## src/sv/rfr_pkg.sv

```systemverilog
// shared types and constants for the radio frame receiver
package rfr_pkg;

  // input op codes
  localparam logic [1:0] OP_RX_BYTE = 2'd0;
  localparam logic [1:0] OP_STAGE   = 2'd1;
  localparam logic [1:0] OP_SEND    = 2'd2;
  localparam logic [1:0] OP_TICK    = 2'd3;

  // command codes carried through the queue
  localparam logic [1:0] CMD_RX    = 2'd0;
  localparam logic [1:0] CMD_STAGE = 2'd1;
  localparam logic [1:0] CMD_SEND  = 2'd2;
  localparam logic [1:0] CMD_TICK  = 2'd3;

  // result kinds
  localparam logic [1:0] KIND_OUT     = 2'd0;
  localparam logic [1:0] KIND_RX      = 2'd1;
  localparam logic [1:0] KIND_TIMEOUT = 2'd2;

  // configuration register indexes
  localparam logic [1:0] REG_DUP_FILTER   = 2'd0;
  localparam logic [1:0] REG_TOTAL_LIMIT  = 2'd1;
  localparam logic [1:0] REG_RESEND_LIMIT = 2'd2;

  localparam logic [15:0] TOTAL_LIMIT_RESET  = 16'd6100;
  localparam logic [15:0] RESEND_LIMIT_RESET = 16'd2000;

  localparam logic [7:0] START_CHAR = 8'h61;
  localparam int TIMER_W = 17;
  localparam int QUEUE_DEPTH = 4;

  typedef struct packed {
    logic [1:0] code;
    logic [7:0] value;
    logic [3:0] index;
    logic       retries;
  } cmd_t;

  typedef struct packed {
    logic        dup_filter_on;
    logic [15:0] total_limit_ms;
    logic [15:0] resend_limit_ms;
  } cfg_t;

endpackage

```

## src/sv/rf_frame_receiver_with_resend.sv

```systemverilog
// top level of the radio frame receiver with resend timer
// Radio frame receiver with resend. Items enter on the in_valid/in_stall channel with an op:
// received byte, stage outgoing byte, send, or one-millisecond tick. The front stage
// registers each item as a command (stage writes at an index of FRAME_LEN or more are
// dropped there) and pushes it into a 4-entry command queue, so the input keeps taking
// items while a run of results is still going out, until the queue fills. The back end
// pops one command at a time. Byte, stage and quiet tick commands are done in the idle
// state. A byte that completes a frame adds a compare state, then the accepted frame goes
// out as FRAME_LEN kind-1 transfers, one per cycle from the output register when not
// stalled, with ack set when it matched the outgoing message. A send, or a tick that hits
// the resend limit, emits FRAME_LEN kind-0 transfers; a tick past the total limit emits a
// single kind-2 transfer. last marks the final transfer of each run. The configuration
// port (cfg_we, cfg_index, cfg_data) writes dup_filter_on (0), total_limit_ms (1) and
// resend_limit_ms (2); other indexes are ignored, and writes are meant to happen only
// while the block is idle.
module rf_frame_receiver_with_resend import rfr_pkg::*; #(
  parameter int FRAME_LEN = 12
) (
  input  logic        clk,
  input  logic        rst,
  // configuration write port
  input  logic        cfg_we,
  input  logic [1:0]  cfg_index,
  input  logic [15:0] cfg_data,
  // input channel
  input  logic        in_valid,
  output logic        in_stall,
  input  logic [1:0]  op,
  input  logic [7:0]  byte_value,
  input  logic [3:0]  byte_index,
  input  logic        with_retries,
  // result channel
  output logic        out_valid,
  input  logic        out_stall,
  output logic [1:0]  kind,
  output logic [7:0]  data,
  output logic        ack,
  output logic        last
);

  cfg_t cfg;
  logic front_valid;
  cmd_t front_cmd;
  logic q_full;
  logic q_valid;
  cmd_t q_head;
  logic q_pop;

  // configuration registers
  always_ff @(posedge clk) begin
    if (rst) begin
      cfg.dup_filter_on   <= 1'b0;
      cfg.total_limit_ms  <= TOTAL_LIMIT_RESET;
      cfg.resend_limit_ms <= RESEND_LIMIT_RESET;
    end else if (cfg_we) begin
      unique case (cfg_index)
        REG_DUP_FILTER:   cfg.dup_filter_on   <= cfg_data[0];
        REG_TOTAL_LIMIT:  cfg.total_limit_ms  <= cfg_data;
        REG_RESEND_LIMIT: cfg.resend_limit_ms <= cfg_data;
        default: ;  // unknown index, write dropped
      endcase
    end
  end

  // front: accept and classify
  rfr_front #(.FRAME_LEN(FRAME_LEN)) u_front (
    .clk          (clk),
    .rst          (rst),
    .in_valid     (in_valid),
    .in_stall     (in_stall),
    .op           (op),
    .byte_value   (byte_value),
    .byte_index   (byte_index),
    .with_retries (with_retries),
    .cmd_valid    (front_valid),
    .cmd          (front_cmd),
    .q_full       (q_full)
  );

  // command queue decouples front and back
  rfr_queue u_queue (
    .clk        (clk),
    .rst        (rst),
    .push       (front_valid),
    .push_cmd   (front_cmd),
    .full       (q_full),
    .pop        (q_pop),
    .head_valid (q_valid),
    .head       (q_head)
  );

  // back: frame state, timers, result sequencer
  rfr_back #(.FRAME_LEN(FRAME_LEN)) u_back (
    .clk       (clk),
    .rst       (rst),
    .cfg       (cfg),
    .cmd_valid (q_valid),
    .cmd       (q_head),
    .cmd_pop   (q_pop),
    .out_valid (out_valid),
    .out_stall (out_stall),
    .kind      (kind),
    .data      (data),
    .ack       (ack),
    .last      (last)
  );

endmodule

```

## src/sv/rfr_front.sv

```systemverilog
// input stage: takes items and turns them into queued commands
module rfr_front import rfr_pkg::*; #(
  parameter int FRAME_LEN = 12
) (
  input  logic       clk,
  input  logic       rst,
  input  logic       in_valid,
  output logic       in_stall,
  input  logic [1:0] op,
  input  logic [7:0] byte_value,
  input  logic [3:0] byte_index,
  input  logic       with_retries,
  output logic       cmd_valid,
  output cmd_t       cmd,
  input  logic       q_full
);

  logic       push;
  logic       accept;
  logic       keep;
  logic [1:0] code;

  always_comb begin
    push     = cmd_valid && !q_full;
    in_stall = cmd_valid && q_full;
    accept   = in_valid && !in_stall;
    // out-of-range stage writes are dropped here
    keep     = (op != OP_STAGE) || (32'(byte_index) < FRAME_LEN);
    unique case (op)
      OP_RX_BYTE: code = CMD_RX;
      OP_STAGE:   code = CMD_STAGE;
      OP_SEND:    code = CMD_SEND;
      OP_TICK:    code = CMD_TICK;
      default:    code = CMD_TICK;
    endcase
  end

  always_ff @(posedge clk) begin
    if (rst) begin
      cmd_valid <= 1'b0;
    end else begin
      if (accept && keep) begin
        cmd_valid <= 1'b1;
      end else if (push) begin
        cmd_valid <= 1'b0;
      end
    end
  end

  always_ff @(posedge clk) begin
    if (accept && keep) begin
      cmd.code    <= code;
      cmd.value   <= byte_value;
      cmd.index   <= byte_index;
      cmd.retries <= with_retries;
    end
  end

endmodule

```

## src/sv/rfr_queue.sv

```systemverilog
// short command fifo between front and back
module rfr_queue import rfr_pkg::*; (
  input  logic clk,
  input  logic rst,
  input  logic push,
  input  cmd_t push_cmd,
  output logic full,
  input  logic pop,
  output logic head_valid,
  output cmd_t head
);

  localparam int PTRW = $clog2(QUEUE_DEPTH);
  localparam int CNTW = $clog2(QUEUE_DEPTH + 1);

  cmd_t            entries [QUEUE_DEPTH];
  logic [PTRW-1:0] wr_ptr;
  logic [PTRW-1:0] rd_ptr;
  logic [CNTW-1:0] count;
  logic            do_push;
  logic            do_pop;

  always_comb begin
    full       = (count == CNTW'(QUEUE_DEPTH));
    head_valid = (count != '0);
    head       = entries[rd_ptr];
    do_push    = push && !full;
    do_pop     = pop && head_valid;
  end

  always_ff @(posedge clk) begin
    if (rst) begin
      wr_ptr <= '0;
      rd_ptr <= '0;
      count  <= '0;
    end else begin
      if (do_push) begin
        wr_ptr <= wr_ptr + 1'b1;
      end
      if (do_pop) begin
        rd_ptr <= rd_ptr + 1'b1;
      end
      if (do_push && !do_pop) begin
        count <= count + 1'b1;
      end else if (do_pop && !do_push) begin
        count <= count - 1'b1;
      end
    end
  end

  always_ff @(posedge clk) begin
    if (do_push) begin
      entries[wr_ptr] <= push_cmd;
    end
  end

endmodule

```

## src/sv/rfr_back.sv

```systemverilog
// execution side: frame assembly, timers and the result sequencer
module rfr_back import rfr_pkg::*; #(
  parameter int FRAME_LEN = 12
) (
  input  logic       clk,
  input  logic       rst,
  input  cfg_t       cfg,
  input  logic       cmd_valid,
  input  cmd_t       cmd,
  output logic       cmd_pop,
  output logic       out_valid,
  input  logic       out_stall,
  output logic [1:0] kind,
  output logic [7:0] data,
  output logic       ack,
  output logic       last
);

  localparam int IDXW = $clog2(FRAME_LEN);
  localparam int CW   = $clog2(FRAME_LEN + 2);

  localparam logic [1:0] ST_IDLE  = 2'd0;
  localparam logic [1:0] ST_CHECK = 2'd1;
  localparam logic [1:0] ST_EMIT  = 2'd2;

  logic [1:0]         state;
  logic [CW-1:0]      frame_count;
  logic [7:0]         incoming [FRAME_LEN];
  logic [7:0]         previous [FRAME_LEN];
  logic [7:0]         outgoing [FRAME_LEN];
  logic [7:0]         staged   [FRAME_LEN];
  logic               timers_active;
  logic [TIMER_W-1:0] since_start;
  logic [TIMER_W-1:0] since_send;
  logic [1:0]         emit_kind;
  logic               emit_ack;
  logic [IDXW-1:0]    emit_idx;

  logic [CW-1:0]      c0;
  logic [CW-1:0]      count_next;
  logic [TIMER_W-1:0] start_inc;
  logic [TIMER_W-1:0] send_inc;
  logic               diff_prev;
  logic               diff_out;
  logic               id_match;
  logic               load;
  logic               item_last;
  logic [7:0]         item_data;

  always_comb begin
    cmd_pop    = (state == ST_IDLE) && cmd_valid;
    c0         = (cmd.value == START_CHAR) ? '0 : frame_count;
    count_next = (c0 <= CW'(FRAME_LEN)) ? c0 + 1'b1 : c0;
    start_inc  = (&since_start) ? since_start : since_start + 1'b1;
    send_inc   = (&since_send) ? since_send : since_send + 1'b1;
    diff_prev  = 1'b0;
    diff_out   = 1'b0;
    for (int i = 0; i < FRAME_LEN; i++) begin
      diff_prev = diff_prev | (incoming[i] != previous[i]);
      diff_out  = diff_out | (incoming[i] != outgoing[i]);
    end
    id_match  = (incoming[1] == outgoing[1]) && (incoming[2] == outgoing[2]);
    load      = (state == ST_EMIT) && (!out_valid || !out_stall);
    item_last = (emit_kind == KIND_TIMEOUT) || (emit_idx == IDXW'(FRAME_LEN - 1));
    unique case (emit_kind)
      KIND_RX:  item_data = incoming[emit_idx];
      KIND_OUT: item_data = outgoing[emit_idx];
      default:  item_data = 8'd0;
    endcase
  end

  always_ff @(posedge clk) begin
    if (rst) begin
      state         <= ST_IDLE;
      frame_count   <= '0;
      incoming      <= '{default: '0};
      previous      <= '{default: '0};
      outgoing      <= '{default: '0};
      staged        <= '{default: '0};
      timers_active <= 1'b0;
      since_start   <= '0;
      since_send    <= '0;
      out_valid     <= 1'b0;
    end else begin
      if (load) begin
        out_valid <= 1'b1;
      end else if (out_valid && !out_stall) begin
        out_valid <= 1'b0;
      end

      unique case (state)
        ST_IDLE: begin
          if (cmd_valid) begin
            unique case (cmd.code)
              CMD_RX: begin
                if (c0 < CW'(FRAME_LEN)) begin
                  incoming[c0[IDXW-1:0]] <= cmd.value;
                end
                frame_count <= count_next;
                if (count_next == CW'(FRAME_LEN)) begin
                  state <= ST_CHECK;
                end
              end
              CMD_STAGE: begin
                staged[IDXW'(cmd.index)] <= cmd.value;
              end
              CMD_SEND: begin
                outgoing <= staged;
                if (cmd.retries) begin
                  timers_active <= 1'b1;
                  since_start   <= '0;
                  since_send    <= '0;
                end
                emit_kind <= KIND_OUT;
                emit_ack  <= 1'b0;
                emit_idx  <= '0;
                state     <= ST_EMIT;
              end
              CMD_TICK: begin
                if (timers_active) begin
                  since_start <= start_inc;
                  if (start_inc > {1'b0, cfg.total_limit_ms}) begin
                    since_send    <= send_inc;
                    timers_active <= 1'b0;
                    emit_kind     <= KIND_TIMEOUT;
                    emit_ack      <= 1'b0;
                    emit_idx      <= '0;
                    state         <= ST_EMIT;
                  end else if (send_inc > {1'b0, cfg.resend_limit_ms}) begin
                    since_send <= '0;
                    emit_kind  <= KIND_OUT;
                    emit_ack   <= 1'b0;
                    emit_idx   <= '0;
                    state      <= ST_EMIT;
                  end else begin
                    since_send <= send_inc;
                  end
                end
              end
              default: ;
            endcase
          end
        end
        ST_CHECK: begin
          if (cfg.dup_filter_on && !diff_prev) begin
            state <= ST_IDLE;
          end else begin
            previous <= incoming;
            emit_ack <= !diff_out;
            if (id_match) begin
              timers_active <= 1'b0;
            end
            outgoing  <= '{default: '0};
            emit_kind <= KIND_RX;
            emit_idx  <= '0;
            state     <= ST_EMIT;
          end
        end
        ST_EMIT: begin
          if (load) begin
            if (item_last) begin
              state <= ST_IDLE;
            end else begin
              emit_idx <= emit_idx + 1'b1;
            end
          end
        end
        default: state <= ST_IDLE;
      endcase
    end
  end

  // result payload
  always_ff @(posedge clk) begin
    if (load) begin
      kind <= emit_kind;
      data <= item_data;
      ack  <= (emit_kind == KIND_RX) ? emit_ack : 1'b0;
      last <= item_last;
    end
  end

  a_count_range: assert property (@(posedge clk) disable iff (rst)
    frame_count <= CW'(FRAME_LEN + 1))
    else $error("frame count past saturation");

  a_check_full: assert property (@(posedge clk) disable iff (rst)
    state == ST_CHECK |-> frame_count == CW'(FRAME_LEN))
    else $error("frame check without a complete frame");

  a_last_ends: assert property (@(posedge clk) disable iff (rst)
    load && item_last |=> state == ST_IDLE && out_valid)
    else $error("run did not end after last item");

  a_timer_start: assert property (@(posedge clk) disable iff (rst)
    $rose(timers_active) |-> $past(cmd_pop && cmd.code == CMD_SEND && cmd.retries))
    else $error("timers started without a send with retries");

endmodule

```

## config.mk

```make
export PLATFORM = sky130hd
export DESIGN_NAME = rf_frame_receiver_with_resend
export DESIGN_NICKNAME = d
export VERILOG_FILES = /design/src/sv/rfr_pkg.sv /design/src/sv/rf_frame_receiver_with_resend.sv /design/src/sv/rfr_front.sv /design/src/sv/rfr_queue.sv /design/src/sv/rfr_back.sv
export SDC_FILE = /design/constraint.sdc
export NUM_CORES = 1
export LEC_CHECK = 0
export ABC_AREA = 1
export BUFFER_PORTS_ARGS = -buffer_cell sky130_fd_sc_hd__buf_2
export CAP_MARGIN = 10
export CORE_ASPECT_RATIO = 0.5
export CORE_MARGIN = 5
export CORE_UTILIZATION = 55
export CTS_CLUSTER_DIAMETER = 200
export DETAILED_ROUTE_END_ITERATION = 10
export PLACE_DENSITY_LB_ADDON = 0.1
export SLEW_MARGIN = 20
export SYNTH_ARGS = -nofsm -noshare
export SYNTH_HDL_FRONTEND = slang
export SYNTH_SLANG_ARGS = --single-unit
```

## constraint.sdc

```tcl
create_clock -name clk -period 4.1 [get_ports clk]
set_input_delay 0.205 -clock clk [delete_from_list [all_inputs] [get_ports clk]]
set_output_delay 0.205 -clock clk [all_outputs]
set_load 0.02 [all_outputs]
```

=== After elaboration in Yosys (flattened, before gate mapping) ===
Memory sizes are Yosys's and may differ from the RTL's. A register that Yosys moved wholly into a read port is not among the register bits.
Cells that the tools add are included.

* Add/sub/neg operators: 8
* Magnitude comparators: 10
* Equal/unequal tests: 58
* Multiplexer cells: 80
* Bitwise gates (word level): 27
* Reduce and logical (&&, ||, !) cells: 52

{| class="wikitable"
|+ Operators by type and width
! kind !! count
|-
| 2-to-1 mux 96 bit || 3
|-
| bitwise mux 96 bit || 2
|-
| inequality test 8 bit || 24
|-
| case mux 96 bit (2 select lines) || 1
|-
| 2-to-1 mux 17 bit || 7
|-
| case mux 17 bit (2 select lines) || 2
|-
| binary-select mux 8 bit (select 4 bit) || 2
|-
| demux 8 bit (select 4 bit) || 2
|-
| 2-to-1 mux 8 bit || 6
|-
| 2-to-1 mux 4 bit || 9
|-
| adder 17 x 1 -> 17 bit, second input constant || 2
|-
| greater-than comparator 17 x 16 -> 1 bit || 2
|-
| AND reduction 17 bit || 2
|-
| 2-to-1 mux 2 bit || 15
|-
| bitwise OR 1 bit || 22
|-
| 2-to-1 mux 1 bit || 17
|-
| equality test 8 bit || 2
|-
| case mux 8 bit (2 select lines) || 1
|-
| greater-or-equal comparator 5 bit, second input constant || 3
|-
| NOT 4 -> 5 bit || 3
|-
| equality test 2 bit, second input constant || 7
|-
| logical AND 1 bit || 14
|-
| AND reduction 7 bit || 2
|-
| inequality test 2 x 1 -> 1 bit, second input constant || 6
|-
| 34 further kinds || 79
|}

* Register bits: 501
* RAM bits: 60
* Bits of input ports: 38
* Logic and storage cells: 308
* Memories kept: 1

{| class="wikitable"
|+ Memory list
! name !! depth !! width !! read ports !! clocked after memory_dff !! wr ports !! line !! text
|-
| u_queue.entries || 4 || 15 || 1 || 1 || 1 || rfr_queue.sv:16 || <nowiki>cmd_t entries [QUEUE_DEPTH];</nowiki>
|}

=== Longest topological paths before layout ===
* Word-level depth: 16
* Mapped depth: 25

=== By module ===
Synthesis repeated with hierarchy kept, for this count alone.

* Cell total of the unflattened synthesis: 3727
* Area, all modules: 27357.5 um2

{| class="wikitable"
|+ By module, submodules not included
! module !! times used !! cells an instance !! area each (um2) !! seq. area each (um2)
|-
| rfr_back || 1 || 3296 || 22713.0 || 9098.7
|-
| rfr_queue || 1 || 214 || 2782.7 || 1981.9
|-
| rf_frame_receiver_with_resend || 1 || 187 || 1328.8 || 660.6
|-
| rfr_front || 1 || 30 || 533.0 || 470.5
|}

=== Least setup slack after synthesis ===
OpenSTA, ideal clock, no wires.

* Path type: register to register
* Start point: register u_back.since_start[0]
* End point: register u_back.emit_idx[0], enable pin
* Data arrival time: 2937 ps
* Slack: 834 ps
* Cell stages (with the launch flop): 23
* Path buffers: 0
* Clock period less this slack: 3266 ps
* Cells stage by stage: dfxtp_1 -> ha_1 -> nand2_1 -> nor2_1 -> nand2_1 -> nor3_1 -> nand3_1 -> nand3_1 -> nor2_1 -> nand2_1 -> nor3_1 -> xor2_1 -> ha_1 -> nand2_1 -> inv_1 -> nand4_1 -> nor2_1 -> nand3_1 -> nand3_1 -> nand2_1 -> nand3_1 -> nand2_1 -> nor2_1

* Cells in the longest elaborated chain, start to end: 5

{| class="wikitable"
|+ Ends and longest elaborated chain
! element !! line !! text
|-
| from (decl) || rfr_back.sv:33 || <nowiki>logic [TIMER_W-1:0] since_start;</nowiki>
|-
| from (signal assigned) || rfr_back.sv:121 || <nowiki>since_start <= start_inc;</nowiki>
|-
| adder 17 x 1 -> 17 bit / AND reduction 17 bit (equally long branches) || rfr_back.sv:54 || <nowiki>start_inc = (&since_start) ? since_start : since_start + 1'b1;</nowiki>
|-
| 2-to-1 mux 17 bit (*) || rfr_back.sv:54 ||
|-
| greater-than comparator 17 x 16 -> 1 bit (*) || rfr_back.sv:122 || <nowiki>if (start_inc > {1'b0, cfg.total_limit_ms}) begin</nowiki>
|-
| inequality test 4 bit (no line) (*) || - ||
|-
| AND reduction 9 bit (no line) (*) || - ||
|-
| to (signal assigned) || rfr_back.sv:164 || <nowiki>emit_idx <= emit_idx + 1'b1;</nowiki>
|-
| to (decl) || rfr_back.sv:37 || <nowiki>logic [IDXW-1:0] emit_idx;</nowiki>
|}

Every way passes the cells marked *; elsewhere a longest branch is shown, timed or not.
A chain may end at the register's enable or synchronous reset.

=== Final worst setup path ===
Same ends and word-level chain as after synthesis.

==> metrics.txt <==
peak ir drop on the vdd network=0.000445 V; minimum hold slack=approximately 160 ps; number of max-slew violations in the final report=0; critical path start-end classification=flop to flop; Global Route met1 Usage=0.512; combined area of all synthesized cells=around 27000 sq um; share of flip-flops with an asynchronous set or reset=0; Clock Tree Buf Depth=3; remaining max-slew budget at the tightest pin=0.191; final antenna-violating net count=0; Setup crit end kind=flop; overall die area=54500 sq um; per-instance average area after synthesis=7.54 sq um; busiest metal layer after global routing=met1; Clock Sinks=563; number of unique standard cell types used by synthesis=56; overall overflow remaining after global route=0; Maximum Capacitance Violations=0; via total after detailed routing=25800; transition time at the pin with the least slew margin=1210 ps; worst hold-check path type=primary input to flop; worst min-delay path endpoint=u_front.cmd[0]; chip height=168 um; Top FF cell, synth=dfxtp_1; run status=finished clean; filler-free cell count of the finished design=~4300; placed cell count=4200; sequential-to-total area share from yosys stat=0.447; clock tree from TritonCTS=done; gr usage total=0.348; number of buffers created by CTS=51; number of nets at the end of the flow=3725; DP HPWL=between 70000 and 80000 um; worst-case clock skew=21.6 ps; worst min-delay path startpoint=in_valid; worst path required time=4400 ps; Clock H-tree levels=2; maximum fanout along the worst path=5; latest clock arrival within the worst-skew pair=620 ps; Mapped Nets=3712; wire length of the first global-routing pass=146000 um; number of cells on the worst hold path=4; final number of setup-violating endpoints=0; R2R setup slack=380 ps; depth of the most critical reg-to-reg path=22; reg-to-reg endpoint=u_back.emit_idx[0]; static leakage=12.2 nW; highest-count cells in the layout ignoring fill and taps=a21oi_1 (529), o21ai_0 (493), inv_1 (482), dfxtp_1 (469), nand2_1 (437); worst flop-to-flop path startpoint=u_back.since_start[0]; DRC marker count from the first detailed-route iteration=3578; Post-Route Utilization=0.619; Inserted Diodes=0; power after layout=20.5 mW; register bit total from synthesis=563; detailed-routing iteration count for the pre-antenna-repair pass=7; CP startpoint kind=flop; Setup crit start=u_back.since_start[0]; vias in the first global route=23400; GR Util met3=0.0987; average detailed-routed wire length per instance=about 23 um; area of the placeable core=48900 sq um; post-synthesis to final-layout area growth=10.6%; cell row count=57; average via count per standard cell=between 5 and 6; areal power density over the cells=677 nW/um^2; post-layout min period=3720 ps; placer congestion estimate=1.01; post-route clock period utilization=0.907; horizontal die dimension=about 330 um; total detailed-routing wirelength=98300 um; final number of hold-violating endpoints=0; clock edge transition at the registers on the reported setup and hold paths=60 ps; port bufs=51; maximum number of pins on one net before global-route repair=between 200 and 250; total DRC errors in the routed layout=0; Clock Root Buffer=clkbuf_16; GR met2 Demand/Resource=0.500; commonest non-fill, non-tap cell in the layout=a21oi_1; I/O Pins=52; Peak Freq=about 0.27 GHz; count of flip-flops with a built-in enable after synthesis=between 90 and 100; share of layout cells above drive strength 1=0.0896; RSZ-0062 raised after global routing=yes; data arrival time of the critical path=roughly 4000 ps; number of cells produced by synthesis=3626; Setup Total Neg Slack=0 ps; initial core utilization=0.559; Fillers=between 4000 and 5000; Synth warnings=0; initial antenna violation count=0
==> layout make-up <==
| type | instances | area (sq um) | share of cell area |
|---|---|---|---|
| clock inverter | 24 | 183 | 0.00604 |
| multi-input combinational | 2362 | 12400 | 0.410 |
| clock buffer | 72 | 1480 | 0.0488 |
| inverter | 498 | 1880 | 0.0621 |
| tap | 649 | 812 | 0.0269 |
| sequential | 563 | 12200 | 0.404 |
| timing repair buffer | 163 | 1280 | 0.0425 |
==> state kept, by name, summed over array words and instances, names as in the netlist, 2 cells and up, named ones only <==
name                flops
u_back.data             8
u_back.kind             2
u_back.since_send      17
u_queue.rd_ptr          2
u_back.outgoing        96
u_queue.count           3
u_queue.wr_ptr          2
u_back.emit_idx         4
u_back.state            2
u_back.emit_kind        2
u_back.staged          96
u_back.previous        96
u_front.cmd            15
u_back.frame_count      4
u_back.since_start     17
u_queue.entries        60
u_back.incoming        96
cfg                    33
==> worst max path at each step <==
stage | to | cells after the start
after floorplan | u_back.emit_idx[0] | 22
after global placement | u_back.emit_idx[1] | 21
after detailed placement | u_back.emit_idx[1] | 22
after CTS | u_back.emit_idx[3] | 22
after global routing | u_back.emit_idx[0] | 22
final | u_back.emit_idx[0] | 22
==> stage by stage <==
step	instance area, sq um	worst slack, ps
6_report	30200	381
3_5_place_dp	28200	242
2_1_floorplan	27300	834
3_3_place_gp	28200	390
4_1_cts	30200	203
5_1_grt	30200	-25.0
==> power by group <==
group / switching (mW) / internal, mW / leakage, nW
Combinational: 5.61 / 2.36 / 6.71
Sequential: 0.962 / 6.67 / 4.68
Clock: 2.27 / 2.59 / 0.790
Total: 8.84 / 11.6 / 12.2
==> cell usage after synthesis (28+ instances only) <==
cell      instances  area share
nand2_1         437       0.060
dfxtp_1         469        0.34
xor2_1           43       0.014
o22ai_1          53       0.012
or2_2            39      0.0089
a31oi_1          28      0.0064
nand4_1          84       0.019
o21ai_0         493       0.090
ha_1             47       0.022
edfxtp_1         94        0.10
clkbuf_1        128       0.018
buf_2            40      0.0073
nor3_1           36      0.0066
a21oi_1         530       0.097
o21ai_1          45      0.0082
inv_1           482       0.066
nand3_1         111       0.020
nor2_1          255       0.035
xnor2_1          31      0.0099
==> repair_timing <==
| item | 4_1_cts | 5_1_grt |
|---|---|---|
| resized for setup | 0 | 5 |
| hold endpoints to repair | 49 | 0 |
| endpoints found under the setup margin | 0 | 25 |
| setup buffers | 0 | 0 |
| hold buffers | 35 | 0 |
==> kinds of logic after synthesis <==
kind of cell    count (synthesis)  share of synthesized area
buf+inv                       701                      0.102
flops                         563                      0.447
compound gates               1212                      0.233
xor+xnor                       74                     0.0237
fa+ha+maj                      48                     0.0222
simple gates                 1026                      0.171
mux                             2                   0.000732
==> metal layers <==
metal  vias up  wire, um
met4         0      3130
met2      1301     39400
met3       198     12300
met5         -         0
li1      12200         -
met1     12000     43500
==> worst max-delay path, stage by stage (launching register included) <==
cell	delay [ps]
dfxtp_1	400
ha_1	210
nand2_1	90
nor2_2	160
nand2_1	130
nor3_2	200
nand3_1	160
nand3_1	170
nor2_1	80
nand2_1	120
nor3_1	70
xor2_1	160
ha_1	310
nand2_1	50
inv_1	40
nand4_1	120
nor2_1	180
nand3_1	90
nand3_1	70
nand2_1	140
nand3_1	140
nand2_1	90
nor2_2	220
Note: power is estimated with default switching activity, not from simulation.
